<file path="config.mk">
export PLATFORM = sky130hd
export DESIGN_NAME = nmqe_ram
export DESIGN_NICKNAME = d
export VERILOG_FILES = /design/src/rtl/core/nmqe_ram.sv
export SDC_FILE = /design/constraint.sdc
export NUM_CORES = 1
export LEC_CHECK = 0
export ABC_AREA = 0
export BUFFER_PORTS_ARGS = -buffer_cell sky130_fd_sc_hd__buf_2
export CORE_MARGIN = 2
export CORE_UTILIZATION = 49
export DETAILED_ROUTE_END_ITERATION = 7
export PLACE_DENSITY = 0.74
export SETUP_SLACK_MARGIN = 0.4
export SYNTH_ARGS = -nofsm -noshare
export SYNTH_HDL_FRONTEND = slang
export SYNTH_SLANG_ARGS = --single-unit
export TNS_END_PERCENT = 20
</file>
<file path="constraint.sdc">
create_clock -name i_clk -period 2.4 [get_ports i_clk]
set_input_delay 0 -clock i_clk [delete_from_list [all_inputs] [get_ports i_clk]]
set_output_delay 0 -clock i_clk [all_outputs]
set_load 0.01 [all_outputs]
</file>
<file path="src/rtl/core/nmqe_ram.sv">
// ----------------------------------------------------------------------------
// nmqe_ram
// Generic single-write, single-read synchronous RAM with registered read data.
// ----------------------------------------------------------------------------
module nmqe_ram #(
    parameter int unsigned WIDTH = 8,
    parameter int unsigned DEPTH = 16
) (
    input  logic                                  i_clk,
    input  logic                                  i_we,
    input  logic [((DEPTH > 1) ? $clog2(DEPTH) : 1)-1:0] i_waddr,
    input  logic [WIDTH-1:0]                      i_wdata,
    input  logic                                  i_re,
    input  logic [((DEPTH > 1) ? $clog2(DEPTH) : 1)-1:0] i_raddr,
    output logic [WIDTH-1:0]                      o_rdata
);
    logic [WIDTH-1:0] r_mem [DEPTH];
    logic [WIDTH-1:0] r_rdata;

    always_ff @(posedge i_clk) begin
        if (i_we) begin
            r_mem[i_waddr] <= i_wdata;
        end
        if (i_re) begin
            r_rdata <= r_mem[i_raddr];
        end
    end

    assign o_rdata = r_rdata;
endmodule

</file>
After elaboration in Yosys (flattened, before gate mapping)
Memories as Yosys holds them, arrays and structs flattened. A register that Yosys moved wholly into a read port is not among the register bits.
Index checks and enable logic that the tools add are counted.
Storage, ports and cells
  register bits after elaboration: 0
  bits in writable memories: 128
  input port bits: 19
  output and inout bits: 8
  logic and storage cells: 3
  memories kept: 1
Memories
  r_mem: depth 16, bits a word 8, rd ports 1, clocked after memory_dff 1, write ports 1, RTL line 17  | logic [WIDTH-1:0] r_mem [DEPTH];
Operators by class
  mux-type cells: 2
Operator list (count)
  $mux W1: 2

Longest topological paths before layout
Gate-level depths: netlist of run 1.
  depth after elaboration: 2
  mapped depth: 5
  depth with buffers taken out: 3

Worst setup path before layout of run 1
OpenSTA, ideal clock, no wires.
  path type: input to register
  start: in i_waddr[2] (netlist name)
  end: mem r_mem[0][0], enable pin
  setup time: 0.383 ns
  arrival time: 1.110 ns
  required time: 2.017 ns
  path slack: 0.907 ns
  cell stages on the path: 2
  buffers on the path: 0
  cell sequence: or3b_2 > nor3_1
RTL lines
  start: declaration: RTL line 11  | input logic [((DEPTH > 1) ? $clog2(DEPTH) : 1)-1:0] i_waddr,
  end: declaration: RTL line 17
No word-level cell before the write port.

==> results of run 1 <==
## flip-flops by register name (all words and copies together), names as in the netlist
register,count
o_rdata,8
r_mem,128
## repair_timing
item                      4_1_cts  5_1_grt
hold endpoints to repair      140        0
hold buffers                   11        0
buffers inserted                0        0
## layout by cell type (no fill, tap or decap), drive strengths merged
cell type and instances:
mux4 32, dlygate4sd3 11, edfxtp 136, nand3b 2, buf 36, nor3 4, nor2b 1, and2b 1
clkinv 8, and2 1, a22oi 16, clkbuf 18, clkinvlp 3, bufinv 1, or3b 1, nand3 1
nand2 9, nand2b 2, nor2 13
## final cells by class
cell class | count | area (µm²) | area share [%]
clock buffers | 18 | 418 | 6.80
clock inverters | 12 | 87.6 | 1.43
multi-input cells | 83 | 1060 | 17.2
flip-flops and latches | 136 | 4080 | 66.5
well taps | 136 | 170 | 2.77
repair buffers | 47 | 328 | 5.33
## worst register-to-register path: stages (launching register included)
cell	delay, ps
sky130_fd_sc_hd__edfxtp_1	370
sky130_fd_sc_hd__mux4_1	510
sky130_fd_sc_hd__a22oi_1	360
sky130_fd_sc_hd__nand2_1	120
## worst paths after layout
check / cells after the start / slack [ps] / startpoint / endpoint
max: 3 / 770 / r_mem[1][1] / o_rdata[1]
min: 3 / 60 / i_waddr[1] / r_mem[4][2]
max reg2reg: 3 / 770 / r_mem[1][1] / o_rdata[1]
min reg2reg: 3 / 740 / r_mem[15][2] / o_rdata[2]
## per-layer routing
layer,track usage [%],up-vias,part of all wire [%]
met3,4.42,9,5.2
li1,-,1092,-
met2,29.7,97,51
met1,25.8,1280,42
met5,0,-,0
met4,9.18,0,1.6
## cells by family after synthesis
| kind of cell | count (synthesis) | synth area share, % |
|---|---|---|
| AND/OR/NAND/NOR | 35 | 3.14 |
| buffers and inverters | 10 | 1.65 |
| flip-flops | 136 | 78.1 |
| multiplexers | 32 | 14.8 |
| AO/OA/AOI/OAI | 16 | 2.30 |
## through the flow
step / util, % / cell area [µm²] / setup slack (ps) / power (µW) / instances
floorplan: - / 5230 / 907 / 2880 / 229
global placement: 53.6 / 5530 / 668 / 2980 / 391
detailed placement: 53.6 / 5530 / 640 / 2990 / 391
CTS: 59.5 / 6140 / 798 / 5190 / 432
global route: 59.5 / 6140 / 763 / 5310 / 432
finish: 59.5 / 6140 / 770 / 5150 / 432
## power by group through the flow
stage	sequential [µW]	combinational, µW	clock, µW
6_report	2690	257	2200
5_1_grt	2690	279	2340
4_1_cts	2690	260	2240
3_5_place_dp	2740	246	0
3_3_place_gp	2740	242	0
2_1_floorplan	2740	135	0
==> qor.yml, run 1 <==
run_status:
  run_status: "completed"
timing:
  whs_ps: 60.8
  worstMarginPinSlew_ps: 895
  tns_ps: 0
  final-setup-viol-count: 0
  slew_viol_final: 0
  clock_skew_ps: 11.0
  clock.fmax_mhz: 614
  slew_headroom_pct: 40.1
  min_period_over_period_pct: 67.9
  rsz0062_at_grt: "no"
  final_hold_viol_count: 0
  min_period_ps: 1630
drt:
  wirelength_um: 9890
  dr.pass1.iters: 4
  antenna_left: 0
  detail_route.iter0.violations: 201
  wl_per_cell_um: 22.9
  post_drt_via_cell_ratio: 5.74
  vias: 2478
  drt_drc_violations_left: 0
global_route:
  total_global_routing_track_utilization_pct: 19.1
  grt_max_degree: 33
  first_global_vias: 2549
  globalRouteOverflowTotal: 0
  first_pass_grt_wire_length_um: 15200
  number_of_antenna_violations_at_the_first_check_in_global_routing: 0
power:
  seq_power_share_pct: 52.2
  power.leakage_uw: 0.00206
  net-switching-power_uw: 1030
  maximum_vdd_ir_drop_mv: 0.487
  share_clk_of_total_power_pct: 42.8
  power_report.internal_total_uw: 4120
  swShare_pct: 20.0
  power_frac_comb_pct: 5.0
  power-per-cell-area_nw_per_um2: 838
flow_run:
  maxCapViolations: 0
yosys:
  yosys-top-cells-area: "sky130_fd_sc_hd__edfxtp_1, sky130_fd_sc_hd__mux4_2, sky130_fd_sc_hd__mux4_1"
  ys_seq_elements: 136
  yosys.area.top_type: "sky130_fd_sc_hd__edfxtp_1"
  synthMostInstantiatedCell: "sky130_fd_sc_hd__edfxtp_1"
  post_synth.cell_area_avg_um2: 22.8
  synth_edf_count: 136
  synth-async-reset-ratio_pct: 0
  synth.net_count: 248
  synth-main-ff-cell: "sky130_fd_sc_hd__edfxtp_1"
  synth-warning-count: 0
  synth_cell_type_count: 18
  postSynthCellCount: 229
  synth_top_cell_area_share_pct: 78.1
  synthesis.area_um2: 5230
  sequential_cell_area_fraction_in_the_yosys_report_pct: 78.1
  synthTopCellsByCount: "sky130_fd_sc_hd__edfxtp_1, sky130_fd_sc_hd__mux4_2, sky130_fd_sc_hd__a22oi_1"
clocking:
  cts.root.buffer_cell: "sky130_fd_sc_hd__clkbuf_8"
  tritoncts: "done"
  clock_insertion_delay_at_the_later_pin_of_the_skew_report_ps: 520
  clk_pin_slew_worst_paths_ps: 60
  cts-resized-gates: 0
  ctsLongestPathBuffers: 2
  cts_buffers: 17
  cts_h_tree_lvls: 4
  clkSinkCount: 136
critical_path:
  worstPathBufferInverterCount: 0
  crit_arrival_ps: 1880
  timing.critical_path.to_type: "register"
  cpMaxStageDelayCell: "sky130_fd_sc_hd__mux4_1"
  cp_slowest_stage_delay_ps: 510
  cp-start-kind: "register"
  ordered_cell_list_for_the_critical_path: "mux4_1 -> a22oi_1 -> nand2_1"
  crit_type: "reg2reg"
  critPathMaxFanout: 1
  crit_family: "multiplexers"
  cp_data_required_time_ps: 2650
layout:
  area.growth.synth_to_final_pct: 17.5
  final_nets: 304
  antennaDiodeCount: 0
  layout-drive-gt1-share_pct: 27.0
  fill_cells: 728
die:
  dieWidth_um: 107
  die-area_um2: 11500
  die_height_um: 107
  starting_density_pct: 50.6
  fp.coreArea_um2: 10300
  row_count: 37
  design.portCount: 27
place:
  dpl.hpwl_um: 6010
  port_buffers: 26
  routabilityCongestion: 0.805
hold_path:
  holdCritPathClass: "in2reg"
No activity file was read; power rests on OpenSTA's default activity.
==> inputs of run 2 (changes only) <==
==> constraint.sdc (replaced) <==
create_clock -name i_clk -period 1.5 [get_ports i_clk]
set_input_delay 0 -clock i_clk [delete_from_list [all_inputs] [get_ports i_clk]]
set_output_delay 0 -clock i_clk [all_outputs]
set_load 0.01 [all_outputs]
==> qor.yml, run 2 (synthesis gave the netlist of run 1 again) <==
run_status:
  run_status: "completed"  # unchanged
layout:
  final_cell_mix: "sky130_fd_sc_hd__edfxtp_1, sky130_fd_sc_hd__mux4_2, sky130_fd_sc_hd__buf_2"  # was sky130_fd_sc_hd__edfxtp_1, sky130_fd_sc_hd__buf_2, sky130_fd_sc_hd__mux4_2
  largest_register_ffs: 128  # unchanged
  top_register: "r_mem"  # unchanged
  antennaDiodeCount: 0  # unchanged
  layout_commonest_cell: "sky130_fd_sc_hd__edfxtp_1"  # unchanged
  final_nets: 321  # was 304
  area.growth.synth_to_final_pct: 22.5  # was 17.5%
  layout-drive-gt1-share_pct: 40.0  # was 27.0%
  fill_cells: 703  # was 728
  fin_util_pct: 62.0  # was 59.5%
clocking:
  tritoncts: "done"  # unchanged
  cts.root.buffer_cell: "sky130_fd_sc_hd__clkbuf_8"  # unchanged
  postCtsSetupBuffers: 0  # unchanged
  clk_pin_slew_worst_paths_ps: 60  # about the same
  cts_buffers: 17  # unchanged
  clkSinkCount: 136  # unchanged
  cts_h_tree_lvls: 4  # unchanged
  clock_insertion_delay_at_the_later_pin_of_the_skew_report_ps: 510  # was 520 ps
  ctsLongestPathBuffers: 2  # unchanged
timing:
  min_period_over_period_pct: 97.6  # was 67.9%
  rsz0062_at_grt: "yes"  # was no
  clock.fmax_mhz: 683  # was 614 MHz
  min_period_ps: 1460  # was 1630 ps
  worstMarginPinSlew_ps: 479  # was 895 ps
  clock_skew_ps: 4.97  # was 11.0 ps
  slew_headroom_pct: 68.1  # was 40.1%
  whs_ps: 32.3  # was 60.8 ps
  slew_viol_final: 0  # unchanged
  final-setup-viol-count: 0  # unchanged
  final_hold_viol_count: 0  # unchanged
drt:
  wirelength_um: 9880  # was 9890 µm
  drt_drc_violations_left: 0  # unchanged
  dr.pass1.iters: 4  # unchanged
  detail_route.iter0.violations: 306  # was 201
  post_drt_via_cell_ratio: 5.64  # was 5.74
  vias: 2543  # was 2478
  wl_per_cell_um: 21.9  # was 22.9 µm
  antenna_left: 0  # unchanged
die:
  design.portCount: 27  # unchanged
  starting_density_pct: 50.6  # unchanged
  die_height_um: 107  # unchanged
  die-area_um2: 11500  # unchanged
  fp.coreArea_um2: 10300  # unchanged
  dieWidth_um: 107  # unchanged
  row_count: 37  # unchanged
critical_path:
  crit_type: "reg2reg"  # unchanged
  crit_arrival_ps: 1710  # was 1880 ps
  cp-start-kind: "register"  # unchanged
  cp_data_required_time_ps: 1750  # was 2650 ps
  timing.critical_path.to_type: "register"  # unchanged
  critPathMaxFanout: 1  # unchanged
global_route:
  total_global_routing_track_utilization_pct: 19.0  # was 19.1%
  grt_max_degree: 29  # was 33
  globalRouteOverflowTotal: 0  # unchanged
  first_pass_grt_wire_length_um: 15200  # unchanged
  number_of_antenna_violations_at_the_first_check_in_global_routing: 0  # unchanged
  first_global_vias: 2630  # was 2549
place:
  routabilityCongestion: 0.725  # was 0.805
  dpl.hpwl_um: 6110  # was 6010 µm
  port_buffers: 26  # unchanged
power:
  power_frac_comb_pct: 5.4  # was 5.0%
  seq_power_share_pct: 48.6  # was 52.2%
  power-per-cell-area_nw_per_um2: 1380  # was 838 nW/µm²
  net-switching-power_uw: 1800  # was 1030 µW
  share_clk_of_total_power_pct: 46.0  # was 42.8%
  power.leakage_uw: 0.00215  # was 0.00206 µW
  maximum_vdd_ir_drop_mv: 0.768  # was 0.487 mV
  power_report.internal_total_uw: 7040  # was 4120 µW
  swShare_pct: 20.4  # was 20.0%
flow_run:
  maxCapViolations: 0  # unchanged
hold_path:
  holdCritPathClass: "in2reg"  # unchanged
## run 2: layer usage
layer,track usage (%),part of all wire (%)
met5,0,0
met4,8.72,2.3
met3,5.21,6.2
met2,29.0,50
met1,25.8,42
## run 2: final timing paths
kind | end | slack (ps) | startpoint | cells after the start
setup / recovery | o_rdata[7] | 40 | r_mem[10][7] | 3
hold / removal | r_mem[0][5] | 30 | i_waddr[0] | 3
setup reg to reg | o_rdata[7] | 40 | r_mem[10][7] | 3
hold reg to reg | o_rdata[1] | 760 | r_mem[15][1] | 3
## run 2: timing repair
item / in CTS / in global routing
cloned: 0 / 0
hold buffers: 10 / 0
endpoints found under the setup margin: 8 / 8
hold endpoints to repair: 139 / 0
gates resized for setup: 5 / 2
## run 2: critical path, stage by stage (launching register included)
cell and delay (ps):
sky130_fd_sc_hd__edfxtp_1 360, sky130_fd_sc_hd__mux4_2 470, sky130_fd_sc_hd__a22oi_2 270, sky130_fd_sc_hd__nand2_1 100
## run 2: final cells by class
class	count	area (µm²)	area share, %
clock buffer	18	418	6.53
clock inverter	14	174	2.72
multi-input combinational	83	1050	16.5
sequential	136	4080	63.8
tap	136	170	2.66
timing repair buffer	64	503	7.86
## run 2: power groups by stage
| stage | Clock, µW | Sequential (µW) | Combinational [µW] |
|---|---|---|---|
| after floorplan | 0 | 4390 | 226 |
| after global placement | 0 | 4370 | 438 |
| after detailed placement | 0 | 4380 | 445 |
| after CTS | 4120 | 4300 | 479 |
| after global routing | 4290 | 4310 | 517 |
| final | 4070 | 4300 | 477 |
## run 2: metrics by stage
stage	area [µm²]	TNS (ps)	std cells	power, µW	worst slack [ps]
2_1_floorplan	5190	0	229	4610	234
3_3_place_gp	5680	-133	409	4810	-75.3
3_5_place_dp	5680	-297	409	4830	-79.5
4_1_cts	6390	0	451	8900	59.5
5_1_grt	6400	0	451	9110	27.5
6_report	6400	0	451	8840	35.4
==> inputs of run 3 (changes only) <==
--- a/config.mk
+++ b/config.mk
@@ -5,7 +5,7 @@
 export SDC_FILE = /design/constraint.sdc
 export NUM_CORES = 1
 export LEC_CHECK = 0
-export ABC_AREA = 0
+export ABC_AREA = 1
 export BUFFER_PORTS_ARGS = -buffer_cell sky130_fd_sc_hd__buf_2
 export CORE_MARGIN = 2
 export CORE_UTILIZATION = 49
==> qor.yml, run 3 <==
yosys:
  synth.net_count: 570  # was 248
  synthMostInstantiatedCell: "sky130_fd_sc_hd__nand2_1"  # was sky130_fd_sc_hd__edfxtp_1
  sequential_cell_area_fraction_in_the_yosys_report_pct: 69.8  # was 78.1%
  synth-warning-count: 0  # unchanged
  post_synth.cell_area_avg_um2: 10.6  # was 22.8 µm²
  synth-main-ff-cell: "sky130_fd_sc_hd__edfxtp_1"  # unchanged
  synthTopCellsByCount: "sky130_fd_sc_hd__nand2_1, sky130_fd_sc_hd__edfxtp_1, sky130_fd_sc_hd__inv_1"  # was sky130_fd_sc_hd__edfxtp_1, sky130_fd_sc_hd__mux4_2, sky130_fd_sc_hd__a22oi_1
  synth-async-reset-ratio_pct: 0  # unchanged
  yosys-top-cells-area: "sky130_fd_sc_hd__edfxtp_1, sky130_fd_sc_hd__nand2_1, sky130_fd_sc_hd__nand3_1"  # was sky130_fd_sc_hd__edfxtp_1, sky130_fd_sc_hd__mux4_2, sky130_fd_sc_hd__mux4_1
  postSynthCellCount: 551  # was 229
  synth_cell_type_count: 11  # was 18
  synthesis.area_um2: 5850  # was 5230 µm²
  synth_top_cell_area_share_pct: 69.8  # was 78.1%
  yosys.area.top_type: "sky130_fd_sc_hd__edfxtp_1"  # unchanged
  ys_seq_elements: 136  # unchanged
  synth_edf_count: 136  # unchanged
power:
  power_frac_comb_pct: 6.1  # was 5.4%
  power-per-cell-area_nw_per_um2: 1310  # was 1380 nW/µm²
  swShare_pct: 21.9  # was 20.4%
  p_total_uw: 9070  # was 8840 µW
  maximum_vdd_ir_drop_mv: 0.761  # was 0.768 mV
  share_clk_of_total_power_pct: 46.3  # was 46.0%
  power_report.internal_total_uw: 7080  # was 7040 µW
  seq_power_share_pct: 47.5  # was 48.6%
  net-switching-power_uw: 1990  # was 1800 µW
  power.leakage_uw: 0.00299  # was 0.00215 µW
die:
  dieWidth_um: 113  # was 107 µm
  design.portCount: 27  # unchanged
  starting_density_pct: 50.8  # was 50.6%
  row_count: 39  # was 37
  die-area_um2: 12800  # was 11500 µm²
  die_height_um: 113  # was 107 µm
  fp.coreArea_um2: 11500  # was 10300 µm²
clocking:
  clk_pin_slew_worst_paths_ps: 60  # about the same
  cts_h_tree_lvls: 4  # unchanged
  postCtsSetupBuffers: 0  # unchanged
  clock_insertion_delay_at_the_later_pin_of_the_skew_report_ps: 410  # was 510 ps
  cts.root.buffer_cell: "sky130_fd_sc_hd__clkbuf_16"  # was sky130_fd_sc_hd__clkbuf_8
  clkSinkCount: 136  # unchanged
  cts_buffers: 17  # unchanged
  ctsLongestPathBuffers: 2  # unchanged
  tritoncts: "done"  # unchanged
drt:
  dr.pass1.iters: 8  # was 4
  wl_per_cell_um: 16.9  # was 21.9 µm
  antenna_left: 0  # unchanged
  post_drt_via_cell_ratio: 5.18  # was 5.64
  detail_route.iter0.violations: 504  # was 306
  drt_drc_violations_left: 1  # was 0
  vias: 3892  # was 2543
  wirelength_um: 12700  # was 9880 µm
global_route:
  first_pass_grt_wire_length_um: 19800  # was 15200 µm
  grt_max_degree: 65  # was 29
  total_global_routing_track_utilization_pct: 20.9  # was 19.0%
  globalRouteOverflowTotal: 0  # unchanged
  number_of_antenna_violations_at_the_first_check_in_global_routing: 0  # unchanged
  first_global_vias: 3840  # was 2630
critical_path:
  crit_type: "reg2reg"  # unchanged
  critPathLaunch: "r_mem[1][4]"  # was r_mem[10][7]
  timing.critical_path.to: "o_rdata[4]"  # was o_rdata[7]
  regToRegStartpoint: "r_mem[1][4]"  # was r_mem[10][7]
  cp-start-kind: "register"  # unchanged
  critPathMaxFanout: 1  # unchanged
  depth_of_the_most_critical_reg_to_reg_path: 6  # was 3
  timing.critical_path.to_type: "register"  # unchanged
  regToRegEndpoint: "o_rdata[4]"  # was o_rdata[7]
  r2r_slack_ps: 390  # was 40 ps
  cp_data_required_time_ps: 1660  # was 1750 ps
  crit_arrival_ps: 1270  # was 1710 ps
place:
  pre_cts_ws_ps: 251  # was -79.5 ps
  port_buffers: 26  # unchanged
  placedInstanceArea_um2: 6190  # was 5680 µm²
  routabilityCongestion: 0.810  # was 0.725
  dpl.hpwl_um: 7610  # was 6110 µm
layout:
  fin_util_pct: 60.1  # was 62.0%
  final_cell_mix: "sky130_fd_sc_hd__nand2_1, sky130_fd_sc_hd__edfxtp_1, sky130_fd_sc_hd__inv_1"  # was sky130_fd_sc_hd__edfxtp_1, sky130_fd_sc_hd__mux4_2, sky130_fd_sc_hd__buf_2
  fill_cells: 896  # was 703
  layout_commonest_cell: "sky130_fd_sc_hd__nand2_1"  # was sky130_fd_sc_hd__edfxtp_1
  final_nets: 615  # was 321
  postLayoutCellArea_um2: 6920  # was 6400 µm²
  top_register: "r_mem"  # unchanged
  antennaDiodeCount: 0  # unchanged
  area.growth.synth_to_final_pct: 18.3  # was 22.5%
  layout-drive-gt1-share_pct: 16.6  # was 40.0%
  largest_register_ffs: 128  # unchanged
timing:
  worst_setup_margin_ps: 386  # was 35.4 ps
  slew_headroom_pct: 55.1  # was 68.1%
  rsz0062_at_grt: "yes"  # unchanged
  final-setup-viol-count: 0  # unchanged
  tns_ps: 0  # unchanged
  final_hold_viol_count: 0  # unchanged
  min_period_ps: 1110  # was 1460 ps
  clock.fmax_mhz: 898  # was 683 MHz
  clock_skew_ps: 8.27  # was 4.97 ps
  worstMarginPinSlew_ps: 673  # was 479 ps
  min_period_over_period_pct: 74.3  # was 97.6%
  slew_viol_final: 0  # unchanged
run_status:
  run_status: "finished with violations"  # was completed
  failing_checks: "design-rule violations"
flow_run:
  maxCapViolations: 0  # unchanged
hold_path:
  holdCritPathClass: "in2reg"  # unchanged
-- run 3: cell count changes after synthesis, moves of 4 or more --
cell	delta
sky130_fd_sc_hd__nand3_1	+96
sky130_fd_sc_hd__nor2_1	+4
sky130_fd_sc_hd__inv_1	+100
sky130_fd_sc_hd__buf_2	+10
sky130_fd_sc_hd__mux4_1	-14
sky130_fd_sc_hd__mux4_2	-18
sky130_fd_sc_hd__a22oi_1	-16
sky130_fd_sc_hd__nor3_1	-4
sky130_fd_sc_hd__nand2_1	+164
-- run 3: worst max-delay path, cell delays in order (launching register included) --
cell and delay, ps:
sky130_fd_sc_hd__edfxtp_1 360, sky130_fd_sc_hd__inv_1 60, sky130_fd_sc_hd__nand2_1 60, sky130_fd_sc_hd__nand3_2 90, sky130_fd_sc_hd__nand3_2 100, sky130_fd_sc_hd__nand3_2 110, sky130_fd_sc_hd__nand2_2 80
-- run 3: kinds of logic (layout without fill, tap and decap cells) --
logic type / count (synthesis) / count (layout) / share of synthesized area (%)
buf+inv: 126 / 184 / 9.39
flops: 136 / 136 / 69.8
simple gates: 289 / 289 / 20.8
-- run 3: worst min-delay path by stage --
stage	cells past startpoint	to	start
6_report	1	r_mem[3][4]	i_wdata[4]
5_1_grt	1	r_mem[3][4]	i_wdata[4]
4_1_cts	1	r_mem[2][4]	i_wdata[4]
3_5_place_dp	1	o_rdata[1]	i_re
3_3_place_gp	1	o_rdata[4]	i_re
2_1_floorplan	0	r_mem[0][0]	i_wdata[0]
-- run 3: power groups by stage --
| stage | Sequential (µW) | Clock [µW] | Combinational [µW] |
|---|---|---|---|
| global route | 4310 | 4410 | 613 |
| finish | 4310 | 4200 | 557 |
| CTS | 4310 | 4240 | 537 |
| floorplan | 4390 | 0 | 300 |
| detailed placement | 4390 | 0 | 519 |
| global placement | 4380 | 0 | 509 |
-- run 3: layout make-up --
cell class	count	area [µm²]	share of cell area, %
Clock buffer	18	429	6.20
Multi-Input combinational cell	289	1320	19.0
Timing Repair Buffer	50	353	5.10
Inverter	102	383	5.53
Sequential cell	136	4080	59.0
Clock inverter	14	174	2.51
Tap cell	143	179	2.59
-- run 3: layer usage --
metal	GRT usage, %	vias up	share of wire (%)
li1	-	1874	-
met1	27.4	1823	41
met2	34.7	169	49
met3	3.86	26	7.4
met4	8.62	0	2.2
met5	0	-	0
-- run 3: repair_timing --
| action | CTS | global route |
|---|---|---|
| hold buffers | 2 | 0 |
| endpoints found under the hold margin | 14 | 0 |
| pin swaps | 0 | 7 |
| endpoints found under the setup margin | 8 | 8 |
| resized for setup | 5 | 16 |
-- run 3: per-stage QoR --
step	hold WS (ps)	instances
3_3_place_gp	366	718
2_1_floorplan	98.9	551
6_report	10.1	752
3_5_place_dp	378	718
5_1_grt	9.26	752
4_1_cts	4.36	752
